[src/hdl/raaf_pkg.sv]
// shared types, widths and codes of the range array adaptive filter
package raaf_pkg;

  localparam int IDX_W = 3;
  localparam int MM_W = 16;
  localparam int GAIN_W = 17;
  localparam int EST_W = 32;
  localparam int CNT_W = 5;
  localparam int OUT_CNT_W = 4;
  localparam int SEN_W = 8;

  localparam int SENSOR_COUNT_DEF = 8;
  localparam int GAIN_FRAC_DEF = 16;
  localparam int QUEUE_DEPTH = 2;

  localparam logic [1:0] MODE_RANGE = 2'd0;
  localparam logic [1:0] MODE_SEED = 2'd1;
  localparam logic [1:0] MODE_RESET = 2'd2;

  localparam logic [1:0] CMD_SKIP = 2'd0;
  localparam logic [1:0] CMD_READING = 2'd1;
  localparam logic [1:0] CMD_SEED = 2'd2;
  localparam logic [1:0] CMD_CLEAR = 2'd3;

  localparam logic [MM_W-1:0] OOR_LIMIT = 16'd8190;
  localparam logic [MM_W-1:0] MM_MAX = 16'hFFFF;
  localparam logic [SEN_W-1:0] NONE_SENSOR = 8'hFF;

  typedef struct packed {
    logic [1:0] kind;
    logic [IDX_W-1:0] idx;
    logic [MM_W-1:0] range_mm;
    logic oor;
  } cmd_t;

  typedef struct packed {
    logic [GAIN_W-1:0] slow_gain;
    logic [GAIN_W-1:0] fast_gain;
    logic [MM_W-1:0] jump_mm;
    logic [MM_W-1:0] obst_mm;
    logic [CNT_W-1:0] en;
  } cfg_t;

  typedef struct packed {
    logic accepted;
    logic [MM_W-1:0] filtered_mm;
    logic filter_ok;
    logic out_of_range;
    logic obstacle_here;
    logic [MM_W-1:0] nearest_mm;
    logic [SEN_W-1:0] nearest_sensor;
    logic [MM_W-1:0] farthest_mm;
    logic [OUT_CNT_W-1:0] obstacle_count;
    logic any_obstacle;
    logic [OUT_CNT_W-1:0] ready_count;
  } res_t;

endpackage

[src/hdl/range_array_adaptive_filter_unit.sv]
// each request passes load, multiply, step, apply, commit, scan and emit states in the back end;
//   a new request is taken only after the last result is emitted, and the scan
//   reads the per-sensor store one entry per cycle on its read port
// a two-entry command queue and a two-entry result queue decouple both sides
// reset (rst, synchronous, active high) restores the register defaults and
//   clears every sensor's flags and both queues; no clearing pass is needed
module range_array_adaptive_filter_unit import raaf_pkg::*; #(
  parameter int SENSOR_COUNT = SENSOR_COUNT_DEF,
  parameter int GAIN_FRACTION_BITS = GAIN_FRAC_DEF
) (
  input  logic                 clk,
  input  logic                 rst,
  input  logic                 psel,
  input  logic                 penable,
  input  logic                 pwrite,
  input  logic [4:0]           paddr,
  input  logic [31:0]          pwdata,
  output logic [31:0]          prdata,
  output logic                 pready,
  input  logic                 push,
  output logic                 full,
  input  logic [1:0]           mode,
  input  logic [IDX_W-1:0]     sensor_sel,
  input  logic [MM_W-1:0]      range_mm,
  output logic                 empty,
  input  logic                 pop,
  output logic                 accepted,
  output logic [MM_W-1:0]      filtered_mm,
  output logic                 filter_ok,
  output logic                 out_of_range,
  output logic                 obstacle_here,
  output logic [MM_W-1:0]      nearest_mm,
  output logic [SEN_W-1:0]     nearest_sensor,
  output logic [MM_W-1:0]      farthest_mm,
  output logic [OUT_CNT_W-1:0] obstacle_count,
  output logic                 any_obstacle,
  output logic [OUT_CNT_W-1:0] ready_count
);

  localparam logic [2:0] REG_SLOW_GAIN = 3'd0;
  localparam logic [2:0] REG_FAST_GAIN = 3'd1;
  localparam logic [2:0] REG_JUMP = 3'd2;
  localparam logic [2:0] REG_OBST = 3'd3;
  localparam logic [2:0] REG_SENSORS = 3'd4;

  logic [GAIN_W-1:0] slow_gain;
  logic [GAIN_W-1:0] fast_gain;
  logic [MM_W-1:0] jump_threshold_mm;
  logic [MM_W-1:0] obstacle_limit_mm;
  logic [3:0] sensors_in_use;
  logic wr_req;
  cfg_t cfg;

  logic cmd_pop;
  logic cmd_empty;
  cmd_t cmd_head;
  logic res_full;
  logic res_push;
  res_t res;
  logic [$bits(res_t)-1:0] res_bits;
  res_t head;

  assign pready = 1'b1;
  assign wr_req = psel && penable && pwrite && pready;

  always_ff @(posedge clk) begin
    if (rst) begin
      slow_gain <= 17'd6554;
      fast_gain <= 17'd32768;
      jump_threshold_mm <= 16'd50;
      obstacle_limit_mm <= 16'd200;
      sensors_in_use <= 4'd8;
    end else if (wr_req) begin
      case (paddr[4:2])
        REG_SLOW_GAIN: slow_gain <= pwdata[GAIN_W-1:0];
        REG_FAST_GAIN: fast_gain <= pwdata[GAIN_W-1:0];
        REG_JUMP: jump_threshold_mm <= pwdata[MM_W-1:0];
        REG_OBST: obstacle_limit_mm <= pwdata[MM_W-1:0];
        REG_SENSORS: sensors_in_use <= pwdata[3:0];
        default: slow_gain <= slow_gain;
      endcase
    end
  end

  always_comb begin
    case (paddr[4:2])
      REG_SLOW_GAIN: prdata = 32'(slow_gain);
      REG_FAST_GAIN: prdata = 32'(fast_gain);
      REG_JUMP: prdata = 32'(jump_threshold_mm);
      REG_OBST: prdata = 32'(obstacle_limit_mm);
      REG_SENSORS: prdata = 32'(sensors_in_use);
      default: prdata = '0;
    endcase
  end

  always_comb begin
    cfg.slow_gain = slow_gain;
    cfg.fast_gain = fast_gain;
    cfg.jump_mm = jump_threshold_mm;
    cfg.obst_mm = obstacle_limit_mm;
    // enabled count saturates at the array size
    cfg.en = (CNT_W'(sensors_in_use) > CNT_W'(SENSOR_COUNT)) ?
             CNT_W'(SENSOR_COUNT) : CNT_W'(sensors_in_use);
  end

  raaf_front #(
    .QDEPTH(QUEUE_DEPTH)
  ) u_front (
    .clk(clk),
    .rst(rst),
    .push(push),
    .full(full),
    .mode(mode),
    .sensor_sel(sensor_sel),
    .range_mm(range_mm),
    .en(cfg.en),
    .cmd_pop(cmd_pop),
    .cmd_empty(cmd_empty),
    .cmd_head(cmd_head)
  );

  raaf_back #(
    .SENSOR_COUNT(SENSOR_COUNT),
    .GAIN_FRACTION_BITS(GAIN_FRACTION_BITS)
  ) u_back (
    .clk(clk),
    .rst(rst),
    .cfg(cfg),
    .cmd_empty(cmd_empty),
    .cmd_head(cmd_head),
    .cmd_pop(cmd_pop),
    .res_full(res_full),
    .res_push(res_push),
    .res(res)
  );

  raaf_queue #(
    .WIDTH($bits(res_t)),
    .DEPTH(QUEUE_DEPTH)
  ) u_res_queue (
    .clk(clk),
    .rst(rst),
    .wr_en(res_push),
    .wr_data(res),
    .full(res_full),
    .rd_en(pop),
    .rd_data(res_bits),
    .empty(empty)
  );

  assign head = res_t'(res_bits);
  assign accepted = head.accepted;
  assign filtered_mm = head.filtered_mm;
  assign filter_ok = head.filter_ok;
  assign out_of_range = head.out_of_range;
  assign obstacle_here = head.obstacle_here;
  assign nearest_mm = head.nearest_mm;
  assign nearest_sensor = head.nearest_sensor;
  assign farthest_mm = head.farthest_mm;
  assign obstacle_count = head.obstacle_count;
  assign any_obstacle = head.any_obstacle;
  assign ready_count = head.ready_count;

endmodule

[src/hdl/raaf_queue.sv]
// small register queue used for the command and result queues
module raaf_queue import raaf_pkg::*; #(
  parameter int WIDTH = 1,
  parameter int DEPTH = QUEUE_DEPTH
) (
  input  logic             clk,
  input  logic             rst,
  input  logic             wr_en,
  input  logic [WIDTH-1:0] wr_data,
  output logic             full,
  input  logic             rd_en,
  output logic [WIDTH-1:0] rd_data,
  output logic             empty
);

  localparam int PW = (DEPTH > 1) ? $clog2(DEPTH) : 1;
  localparam int CW = $clog2(DEPTH + 1);

  logic [WIDTH-1:0] slots [DEPTH];
  logic [PW-1:0] wr_ptr;
  logic [PW-1:0] rd_ptr;
  logic [CW-1:0] count;
  logic do_wr;
  logic do_rd;

  function automatic logic [PW-1:0] wrap_inc(input logic [PW-1:0] ptr);
    return (ptr == PW'(DEPTH - 1)) ? '0 : ptr + 1'b1;
  endfunction

  assign full = (count == CW'(DEPTH));
  assign empty = (count == '0);
  assign do_wr = wr_en && !full;
  assign do_rd = rd_en && !empty;
  assign rd_data = slots[rd_ptr];

  always_ff @(posedge clk) begin
    if (rst) begin
      wr_ptr <= '0;
      rd_ptr <= '0;
      count <= '0;
    end else begin
      if (do_wr) begin
        wr_ptr <= wrap_inc(wr_ptr);
      end
      if (do_rd) begin
        rd_ptr <= wrap_inc(rd_ptr);
      end
      case ({do_wr, do_rd})
        2'b10: count <= count + 1'b1;
        2'b01: count <= count - 1'b1;
        default: count <= count;
      endcase
    end
  end

  always_ff @(posedge clk) begin
    if (do_wr) begin
      slots[wr_ptr] <= wr_data;
    end
  end

endmodule

[src/hdl/raaf_front.sv]
// front end: takes requests, classifies them and queues commands
module raaf_front import raaf_pkg::*; #(
  parameter int QDEPTH = QUEUE_DEPTH
) (
  input  logic             clk,
  input  logic             rst,
  input  logic             push,
  output logic             full,
  input  logic [1:0]       mode,
  input  logic [IDX_W-1:0] sensor_sel,
  input  logic [MM_W-1:0]  range_mm,
  input  logic [CNT_W-1:0] en,
  input  logic             cmd_pop,
  output logic             cmd_empty,
  output cmd_t             cmd_head
);

  cmd_t cmd_in;
  logic in_range;
  logic [$bits(cmd_t)-1:0] head_bits;

  assign in_range = CNT_W'(sensor_sel) < en;

  always_comb begin
    cmd_in.idx = sensor_sel;
    cmd_in.range_mm = range_mm;
    case (mode)
      MODE_RANGE: cmd_in.kind = CMD_READING;
      MODE_SEED: cmd_in.kind = CMD_SEED;
      MODE_RESET: cmd_in.kind = CMD_CLEAR;
      default: cmd_in.kind = CMD_SKIP;
    endcase
    if (!in_range) begin
      cmd_in.kind = CMD_SKIP;
    end
    // reset requests and ignored requests never flag out of range
    cmd_in.oor = ((cmd_in.kind == CMD_READING) || (cmd_in.kind == CMD_SEED)) &&
                 (range_mm >= OOR_LIMIT);
  end

  raaf_queue #(
    .WIDTH($bits(cmd_t)),
    .DEPTH(QDEPTH)
  ) u_cmd_queue (
    .clk(clk),
    .rst(rst),
    .wr_en(push),
    .wr_data(cmd_in),
    .full(full),
    .rd_en(cmd_pop),
    .rd_data(head_bits),
    .empty(cmd_empty)
  );

  assign cmd_head = cmd_t'(head_bits);

endmodule

[src/hdl/raaf_back.sv]
// back end: filter update sequencer, per-sensor store and array scan
module raaf_back import raaf_pkg::*; #(
  parameter int SENSOR_COUNT = SENSOR_COUNT_DEF,
  parameter int GAIN_FRACTION_BITS = GAIN_FRAC_DEF
) (
  input  logic clk,
  input  logic rst,
  input  cfg_t cfg,
  input  logic cmd_empty,
  input  cmd_t cmd_head,
  output logic cmd_pop,
  input  logic res_full,
  output logic res_push,
  output res_t res
);

  localparam int IW = (SENSOR_COUNT > 1) ? $clog2(SENSOR_COUNT) : 1;
  localparam int SCW = $clog2(SENSOR_COUNT + 1);
  localparam int XW = (IW > IDX_W) ? IW : IDX_W;
  localparam int GFB = GAIN_FRACTION_BITS;
  localparam int GCW = (GFB + 1 > GAIN_W) ? GFB + 1 : GAIN_W;
  localparam int PROD_W = GAIN_W + EST_W;
  localparam int SUM_W = PROD_W + 1;

  localparam logic [2:0] S_IDLE = 3'd0;
  localparam logic [2:0] S_LOAD = 3'd1;
  localparam logic [2:0] S_MUL = 3'd2;
  localparam logic [2:0] S_STEP = 3'd3;
  localparam logic [2:0] S_APPLY = 3'd4;
  localparam logic [2:0] S_COMMIT = 3'd5;
  localparam logic [2:0] S_SCAN = 3'd6;
  localparam logic [2:0] S_EMIT = 3'd7;

  logic [2:0] state;
  logic [2:0] state_next;

  cmd_t cur;
  logic [XW-1:0] head_x;
  logic [XW-1:0] cur_x;
  logic [IW-1:0] head_a;
  logic [IW-1:0] cur_a;

  logic [EST_W-1:0] est_mem [SENSOR_COUNT];
  logic [MM_W-1:0] mm_mem [SENSOR_COUNT];
  logic [IW-1:0] rd_addr;
  logic [EST_W-1:0] rd_est;
  logic [MM_W-1:0] rd_mm;
  logic est_we;
  logic mm_we;

  logic [SENSOR_COUNT-1:0] primed;
  logic [SENSOR_COUNT-1:0] ready;
  logic [SENSOR_COUNT-1:0] seen;
  logic [SENSOR_COUNT-1:0] valid;
  logic [SENSOR_COUNT-1:0] written;

  logic up;
  logic [EST_W-1:0] mag;
  logic [GAIN_W-1:0] gain_sel;
  logic [MM_W-1:0] old_mm;
  logic [PROD_W-1:0] prod;
  logic [EST_W-1:0] step;
  logic [EST_W-1:0] est_new;
  logic [MM_W-1:0] cur_mm;

  logic [SCW-1:0] sc;
  logic p_vld;
  logic [IW-1:0] p_idx;
  logic [MM_W-1:0] near_mm;
  logic [SEN_W-1:0] near_s;
  logic [MM_W-1:0] far_mm;
  logic [CNT_W-1:0] obst_cnt;
  logic [CNT_W-1:0] ready_cnt;

  logic [EST_W-1:0] sample;
  logic up_c;
  logic [EST_W-1:0] mag_c;
  logic [MM_W-1:0] jump_eff;
  logic [EST_W-1:0] thr;
  logic [GAIN_W-1:0] g_raw;
  logic [GCW-1:0] one_w;
  logic [GAIN_W-1:0] g_c;
  logic [SUM_W-1:0] sum_c;
  logic [SUM_W-1:0] shifted;
  logic [EST_W-1:0] step_c;
  logic [EST_W-1:0] filt;
  logic [EST_W:0] rsum;
  logic [MM_W-1:0] mm_new;
  logic take_new;
  logic pe;
  logic pv;
  logic scan_issue;
  logic acc;

  assign head_x = XW'(cmd_head.idx);
  assign head_a = head_x[IW-1:0];
  assign cur_x = XW'(cur.idx);
  assign cur_a = cur_x[IW-1:0];
  assign acc = (cur.kind != CMD_SKIP);

  assign cmd_pop = (state == S_IDLE) && !cmd_empty;
  assign res_push = (state == S_EMIT) && !res_full;
  assign scan_issue = (sc < SCW'(SENSOR_COUNT));

  // jump size and gain selection
  assign sample = {cur.range_mm, 16'b0};
  assign up_c = (sample >= rd_est);
  assign mag_c = up_c ? sample - rd_est : rd_est - sample;
  assign jump_eff = (cfg.jump_mm == '0) ? 16'd1 : cfg.jump_mm;
  assign thr = {jump_eff, 16'b0};
  assign g_raw = (mag_c >= thr) ? cfg.fast_gain : cfg.slow_gain;
  assign one_w = GCW'(1) << GFB;
  assign g_c = (GCW'(g_raw) > one_w) ? one_w[GAIN_W-1:0] : g_raw;

  // rounded step, never past the target
  assign sum_c = SUM_W'(prod) + (SUM_W'(1) << (GFB - 1));
  assign shifted = sum_c >> GFB;
  assign step_c = (shifted > SUM_W'(mag)) ? mag : shifted[EST_W-1:0];

  assign filt = up ? rd_est + step : rd_est - step;

  assign rsum = {1'b0, est_new} + (EST_W + 1)'(32768);
  assign mm_new = rsum[EST_W] ? MM_MAX : rsum[EST_W-1:16];

  assign take_new = (cur.kind == CMD_READING) && ready[cur_a] && !cur.oor;

  always_comb begin
    est_we = 1'b0;
    mm_we = 1'b0;
    if (state == S_COMMIT) begin
      case (cur.kind)
        CMD_READING: begin
          est_we = take_new;
          mm_we = take_new;
        end
        CMD_SEED: est_we = 1'b1;
        default: begin
          est_we = 1'b0;
          mm_we = 1'b0;
        end
      endcase
    end
  end

  always_comb begin
    case (state)
      S_IDLE: rd_addr = head_a;
      S_SCAN: rd_addr = scan_issue ? sc[IW-1:0] : cur_a;
      default: rd_addr = cur_a;
    endcase
  end

  always_ff @(posedge clk) begin
    if (est_we) begin
      est_mem[cur_a] <= est_new;
    end
    if (mm_we) begin
      mm_mem[cur_a] <= mm_new;
    end
    rd_est <= est_mem[rd_addr];
    rd_mm <= mm_mem[rd_addr];
  end

  always_comb begin
    state_next = state;
    case (state)
      S_IDLE: begin
        if (!cmd_empty) begin
          state_next = S_LOAD;
        end
      end
      S_LOAD: state_next = S_MUL;
      S_MUL: state_next = S_STEP;
      S_STEP: state_next = S_APPLY;
      S_APPLY: state_next = S_COMMIT;
      S_COMMIT: state_next = S_SCAN;
      S_SCAN: begin
        if (!scan_issue) begin
          state_next = S_EMIT;
        end
      end
      S_EMIT: begin
        if (!res_full) begin
          state_next = S_IDLE;
        end
      end
      default: state_next = S_IDLE;
    endcase
  end

  always_ff @(posedge clk) begin
    if (rst) begin
      state <= S_IDLE;
      primed <= '0;
      ready <= '0;
      seen <= '0;
      valid <= '0;
      written <= '0;
      sc <= '0;
      p_vld <= 1'b0;
    end else begin
      state <= state_next;
      case (state)
        S_COMMIT: begin
          sc <= '0;
          p_vld <= 1'b0;
          case (cur.kind)
            CMD_READING: begin
              if (ready[cur_a]) begin
                seen[cur_a] <= 1'b1;
                if (cur.oor) begin
                  valid[cur_a] <= 1'b0;
                end else begin
                  primed[cur_a] <= 1'b1;
                  valid[cur_a] <= 1'b1;
                  written[cur_a] <= 1'b1;
                end
              end
            end
            CMD_SEED: begin
              primed[cur_a] <= 1'b1;
              ready[cur_a] <= 1'b1;
            end
            CMD_CLEAR: begin
              primed[cur_a] <= 1'b0;
              ready[cur_a] <= 1'b0;
              seen[cur_a] <= 1'b0;
              valid[cur_a] <= 1'b0;
              written[cur_a] <= 1'b0;
            end
            default: begin
              primed <= primed;
            end
          endcase
        end
        S_SCAN: begin
          p_vld <= scan_issue;
          if (scan_issue) begin
            sc <= sc + 1'b1;
          end
        end
        default: begin
          p_vld <= 1'b0;
        end
      endcase
    end
  end

  // scan entry whose memory data is now on rd_mm
  assign pe = p_vld && (CNT_W'(p_idx) < cfg.en);
  assign pv = pe && seen[p_idx] && valid[p_idx];

  always_ff @(posedge clk) begin
    case (state)
      S_IDLE: begin
        if (!cmd_empty) begin
          cur <= cmd_head;
        end
      end
      S_LOAD: begin
        up <= up_c;
        mag <= mag_c;
        gain_sel <= g_c;
        old_mm <= written[cur_a] ? rd_mm : '0;
      end
      S_MUL: prod <= gain_sel * mag;
      S_STEP: step <= step_c;
      S_APPLY: begin
        est_new <= ((cur.kind == CMD_READING) && primed[cur_a]) ? filt : sample;
      end
      S_COMMIT: begin
        case (cur.kind)
          CMD_READING: cur_mm <= take_new ? mm_new : old_mm;
          CMD_SEED: cur_mm <= old_mm;
          default: cur_mm <= '0;
        endcase
        near_mm <= MM_MAX;
        near_s <= NONE_SENSOR;
        far_mm <= '0;
        obst_cnt <= '0;
        ready_cnt <= '0;
      end
      S_SCAN: begin
        p_idx <= sc[IW-1:0];
        if (pe && ready[p_idx]) begin
          ready_cnt <= ready_cnt + 1'b1;
        end
        if (pv) begin
          // strict compare keeps the lowest index on ties
          if (rd_mm < near_mm) begin
            near_mm <= rd_mm;
            near_s <= SEN_W'(p_idx);
          end
          if (rd_mm > far_mm) begin
            far_mm <= rd_mm;
          end
          if (rd_mm < cfg.obst_mm) begin
            obst_cnt <= obst_cnt + 1'b1;
          end
        end
      end
      default: begin
        cur <= cur;
      end
    endcase
  end

  always_comb begin
    res.accepted = acc;
    res.filtered_mm = cur_mm;
    res.filter_ok = acc && seen[cur_a] && valid[cur_a];
    res.out_of_range = cur.oor;
    res.obstacle_here = acc && valid[cur_a] && (cur_mm < cfg.obst_mm);
    res.nearest_mm = near_mm;
    res.nearest_sensor = near_s;
    res.farthest_mm = far_mm;
    res.obstacle_count = obst_cnt[OUT_CNT_W-1:0];
    res.any_obstacle = (obst_cnt != '0);
    res.ready_count = ready_cnt[OUT_CNT_W-1:0];
  end

  a_valid_primed: assert property (@(posedge clk) disable iff (rst)
    (valid & ~primed) == '0)
    else $error("valid sensor without primed estimate");

  a_valid_written: assert property (@(posedge clk) disable iff (rst)
    (valid & ~written) == '0)
    else $error("valid sensor without stored filtered value");

  // only a primed sensor has a stored estimate to step from
  a_step_bounded: assert property (@(posedge clk) disable iff (rst)
    ((state == S_APPLY) && (cur.kind == CMD_READING) && primed[cur_a]) |-> (step <= mag))
    else $error("filter step overshoots the reading");

  a_none_consistent: assert property (@(posedge clk) disable iff (rst)
    (res_push && (res.nearest_sensor == NONE_SENSOR)) |->
      ((res.nearest_mm == MM_MAX) && (res.farthest_mm == '0) && !res.any_obstacle))
    else $error("empty scan with nonempty summary");

  a_pop_then_load: assert property (@(posedge clk) disable iff (rst)
    cmd_pop |=> (state == S_LOAD))
    else $error("command taken without starting its update");

endmodule
[config.mk]
export PLATFORM = sky130hd
export DESIGN_NAME = range_array_adaptive_filter_unit
export DESIGN_NICKNAME = d
export VERILOG_FILES = /design/src/hdl/raaf_pkg.sv /design/src/hdl/range_array_adaptive_filter_unit.sv /design/src/hdl/raaf_queue.sv /design/src/hdl/raaf_front.sv /design/src/hdl/raaf_back.sv
export SDC_FILE = /design/constraint.sdc
export NUM_CORES = 2
export LEC_CHECK = 0
export ABC_AREA = 0
export BUFFER_PORTS_ARGS = -buffer_cell sky130_fd_sc_hd__buf_4
export CORE_MARGIN = 5
export CORE_UTILIZATION = 30
export CTS_CLUSTER_DIAMETER = 120
export DETAILED_ROUTE_END_ITERATION = 8
export GPL_ROUTABILITY_DRIVEN = 0
export PLACE_DENSITY = 0.41
export SLEW_MARGIN = 20
export SYNTH_ARGS = -nofsm -noshare
export SYNTH_HDL_FRONTEND = slang
export SYNTH_SLANG_ARGS = --single-unit
[constraint.sdc]
create_clock -name clk -period 8.3 [get_ports clk]
set_input_delay 0.415 -clock clk [delete_from_list [all_inputs] [get_ports clk]]
set_output_delay 0.415 -clock clk [all_outputs]
set_load 0.01 [all_outputs]
* Yosys cells after proc, flatten, opt, wreduce, memory -nomap -nowiden
Memory sizes are Yosys's and may differ from the RTL's. A register that Yosys moved wholly into a read port is not among the register bits.
Index checks and enable logic that the tools add are counted.
** Operators by class
- $add $sub $neg :: 17
- Multiply operators :: 1
- Order comparisons :: 16
- Eq/ne operators :: 35
- Mux-type cells :: 87
- Bitwise operators :: 13
- Reduce and logical (&&, ||, !) cells :: 58
** Operators with widths (count)
- $mux W32 :: 4
- $mux W16 :: 7
- $pmux W16 S2 :: 3
- $sub A32 B32 Y32 :: 3
- $pmux W17 S5 :: 1
- $pmux W8 S2 :: 5
- $mux W8 :: 9
- $ge A32 B32 Y1 :: 2
- $add A49 B16 Y50 const B :: 1
- $mul A17 B32 Y49 :: 1
- $lt A16 B16 Y1 :: 3
- $and A8 B8 Y8 :: 5
- $or A8 B8 Y8 :: 5
- $gt A34 B32 Y1 :: 1
- $add A32 B16 Y33 const B :: 1
- $add A32 B32 Y32 :: 1
- $mux W1 :: 28
- $bmux W1 S3 :: 8
- $pmux W3 S8 :: 1
- $pmux W8 S3 :: 1
- $logic_and A1 B1 Y1 :: 21
- $pmux W5 S2 :: 2
- $reduce_and A2 Y1 :: 9
- $gt A17 B17 Y1 const B :: 1
- other kinds (43) :: 104
** Word-level totals
- Flip-flop bits (word level) :: 396
- Bits in writable memories :: 566
- Input bits :: 65
- Output and inout port bits :: 104
- Logic and storage cells :: 269
- Memories :: 4
** Memories
- u_back.est_mem :: words 8, width 32, rd ports 1, clocked after Yosys merged registers in 1, wr ports 1, line raaf_back.sv:43 : logic [EST_W-1:0] est_mem [SENSOR_COUNT];
- u_res_queue.slots :: words 2, width 69, rd ports 1, clocked after Yosys merged registers in 1, wr ports 1, line raaf_queue.sv:19 : logic [WIDTH-1:0] slots [DEPTH];
- u_back.mm_mem :: words 8, width 16, rd ports 1, clocked after Yosys merged registers in 1, wr ports 1, line raaf_back.sv:44 : logic [MM_W-1:0] mm_mem [SENSOR_COUNT];
- u_front.u_cmd_queue.slots :: words 2, width 22, rd ports 1, clocked after Yosys merged registers in 1, wr ports 1, line raaf_queue.sv:19

* Longest topological paths before layout
- Depth after elaboration :: 9
- Depth in mapped cells :: 27
- Gate-level depth less buffers :: 24

* Modules after synthesis
Synthesis repeated with hierarchy kept, for this count alone.
** Second synthesis, totals
- Cell total of the unflattened synthesis :: 5907
- Area, all modules :: 63216.9 um2
** Modules (own cells, without submodules)
- raaf_back :: instances 1, cells an instance 5194, area each 52450.3 um2, sequential area each 20960.1 um2
- raaf_queue at u_res_queue :: instances 1, cells an instance 241, area each 5190.0 um2, sequential area each 4244.1 um2
- range_array_adaptive_filter_unit :: instances 1, cells an instance 355, area each 3614.7 um2, sequential area each 1401.3 um2
- raaf_queue at u_front.u_cmd_queue :: instances 1, cells an instance 94, area each 1803.0 um2, sequential area each 1421.4 um2
- raaf_front :: instances 1, cells an instance 23, area each 158.9 um2, sequential area each 0.0 um2

* Worst setup path after synthesis
Ideal clock, no wire load.
- Kind :: register to register
- Start :: reg u_back.mag[6]
- End :: reg u_back.prod[47] (data pin)
- Library setup time :: 0.262 ns
- Data arrival time :: 6.714 ns
- Data required time :: 8.038 ns
- Setup slack :: 1.324 ns
- Cell stages (with the launch flop) :: 25
- Buffers on the path :: 3
- Period minus slack after synthesis :: 6.976 ns
- Cells stage by stage :: edfxtp_1 clkbuf_1 clkbuf_1 nand2_1 fa_1 inv_1 fa_1 fa_1 fa_1 fa_1 inv_1 fa_1 inv_1 ha_1 clkbuf_1 a22o_1 or4_1 nand2b_1 a31oi_1 a31oi_1 o21a_1 o2bb2ai_1 o41ai_1 o21bai_1 xor2_1
** Between the ends
- Longest elaborated chain between the ends :: 1
** Ends and longest elaborated chain
- from (decl) :: line raaf_back.sv:58 : logic [EST_W-1:0] mag;
- from (signal assigned) :: line raaf_back.sv:262 : mag <= mag_c;
- $mul A17 B32 Y49 :: line raaf_back.sv:266 : S_MUL: prod <= gain_sel * mag;
- to (signal assigned) :: line raaf_back.sv:266
- to (decl) :: line raaf_back.sv:61 : logic [PROD_W-1:0] prod;
No other way between the ends.
A chain may end at the register's enable or synchronous reset.

* Final worst setup path
- Start :: reg u_back.mag[4]
- End :: reg u_back.prod[47] (data pin)
Same word-level chain as after synthesis.

==> metrics.yaml <==
status: "complete, no violations"
cts_resized: 0
detail-route-antenna-nets: 0
final.setup.worst_slack_ps: 676
wl_um: 186000
fillerInstances: 20600
globalRouteTotalUtil_pct: 17.1
design.core.area_um2: 205000
dpl.hpwl_um: 132000
syn_area_per_cell_um2: 10.6
cts-htree-levels: 3
worstSetupStartpointType: "register"
synthTopCellsByArea: "edfxtp_1, fa_1, ha_1, dfxtp_1, nand2_1"
skew_ps: 40.5
grt_start_max_net_pins: 137
critical_path_class: "register to register"
period_minus_slack_ps: 7620
hold_path_class: "input port to register"
clk_pin_slew_ps: 60
async_reset_ff_share_pct: 0
pin_count: 169
first_pass_iters: 6
synth-edff-count: 808
drive_above_1_share_pct: 10.3
die_w_um: 464
routedWlPerCell_um: 21.3
rsz0062_at_grt: "no"
yosysTopAreaCell: "edfxtp_1"
grt.overflow.total: 0
drv_slew: 0
numCtsBuffers: 110
hold_viol_final: 0
start_util_pct: 30.2
grt_pass1_wl_um: 280000
routed_via_density: 4.79
arrival_ps: 8120
maxCapViolations: 0
grt_pass1_vias: 42400
yosys_register_bits: 984
seq_area_frac_synth_pct: 44.9
yosysTopAreaCellShare_pct: 39.2
die_area_um2: 215000
netlist_top_cells_count: "nand2_1, edfxtp_1, inv_1"
nets: 6761
timing.fmax_ghz: 0.131
port_buffers: 135
via_count: 41800
post-route-period-util_pct: 91.9
setup_violations: 0
synth_warnings: 0
drc_errors: 0
yosys.cell_count.top_type: "nand2_1"
worstPathMaxFanout: 19
max-clock-path-buffers: 3
placed_cells: 8473
pre_cts_ws_ps: 672
netlist_area_um2: 61900
crit_path_end_kind: "register"
critPathRequiredTime_ps: 8790
yosys_most_used_dff: "edfxtp_1"
worstMarginPinSlew_ps: 1160
clk_latency_ps: 750
synth_cell_types: 88
drtIter0Drc: 2734
clock-sinks: 984
synthCells: 5825
worst_slew_margin_rel_pct: 22.7
setup_tns_ps: 0
cts_tree: "done"
stdcell_count: 8719
die_h_um: 464
antenna_found_initial: 13
area_delta_synth_final_pct: 13.3
cts_root_buf: "clkbuf_16"
row_count: 166
## flip-flops by register name, summed over array words and instances (netlist names), 5 cells and up, named ones only
signal	cells
u_back.est_new	32
u_back.cur	18
jump_threshold_mm	16
u_back.cur_mm	16
u_back.mm_mem	128
u_back.step	32
obstacle_limit_mm	16
u_back.old_mm	16
u_res_queue.slots	130
u_back.rd_est	32
u_back.est_mem	256
u_back.gain_sel	17
u_front.u_cmd_queue.slots	44
u_back.near_mm	16
slow_gain	17
u_back.mag	32
u_back.far_mm	16
u_back.prod	34
fast_gain	17
u_back.rd_mm	16
u_back.obst_cnt	5
## kinds of logic (layout without fill, tap and decap cells)
kind of cell / count (synthesis) / count (layout) / synth area share [%]
multiplexers: 184 / 184 / 3.54
adder cells (fa/ha/maj): 763 / 763 / 20.9
flip-flops: 984 / 984 / 44.9
buffers and inverters: 1008 / 1199 / 6.31
AO/OA/AOI/OAI: 668 / 668 / 6.71
other: 2 / 17 / 0.0121
XOR/XNOR: 162 / 162 / 2.31
AND/OR/NAND/NOR: 2054 / 2054 / 15.3
## cell type report
cell class	count	area, um^2	share of cell area [%]
diodes	1	2.50	0.00357
clock buffers	163	3190	4.56
clock inverters	46	397	0.566
inverters	706	2650	3.78
multi-input cells	3847	30400	43.4
flip-flops and latches	984	27800	39.7
well taps	2688	3360	4.80
repair buffers	284	2250	3.21
## final timing paths
check	start	endpoint	slack (ps)	depth (start not counted)
max	u_back.mag[4]	u_back.prod[47]	680	21
min	push	u_front.u_cmd_queue.wr_ptr	130	4
max reg2reg	u_back.mag[4]	u_back.prod[47]	680	21
min reg2reg	u_back.near_s[0]	u_res_queue.slots[1][25]	440	0
## per-layer routing
metal | vias to the layer above | track usage [%] | wire length (um) | share of wire (%)
met4 | 0 | 2.79 | 2830 | 1.5
met1 | 21200 | 25.2 | 90600 | 49
met2 | 740 | 27.2 | 84700 | 46
li1 | 19700 | - | - | -
met3 | 176 | 2.06 | 7440 | 4.0
met5 | - | 0 | 0 | 0
## per-stage QoR
stage                     util [%]  area [um^2]  hold WS [ps]
after floorplan                  -        61900           421
after global placement        32.2        66100           424
after detailed placement      32.2        66100           436
after CTS                     34.2        70000          60.5
after global routing          34.2        70100           125
final                         34.2        70100           130
## layout by cell type, fill, tap and decap left out, types with 36 or more instances in the layout
cell and instances:
buf_4 246, a21o_1 59, nand2b_1 52, nor3_1 63, nor2b_1 67, a22oi_1 38, xnor2_1 92, o21ai_0 184
nand2_1 903, nor2_1 318, mux2_2 125, a21oi_1 201, ha_1 314, and3_1 46, fa_1 449, dlygate4sd3_1 36
and2_1 220, nand3_1 234, inv_1 706, dfxtp_1 175, mux2i_1 43, edfxtp_1 808, clkbuf_16 115, xor2_1 69
## worst max-delay path, cell delays in order, from the launching register on
cell and delay, ps:
edfxtp_1 1010, nand2_1 190, fa_1 570, inv_1 50, fa_1 470, fa_1 530, fa_1 540, fa_1 550
inv_1 50, fa_1 530, inv_1 50, ha_1 370, a21o_1 200, or4_1 500, nor3_1 230, a31oi_1 270
o21a_1 360, o2bb2ai_1 200, o41ai_1 260, buf_4 200, o21bai_1 70, xor2_1 140
## repair_timing
item	4_1_cts	5_1_grt
hold buffers	36	0
hold endpoints to repair	107	0
setup buffers	0	0
Power is left out: the tool's default activity adds up to more than one toggle a clock period on the data nets, which glitch-free logic cannot reach.
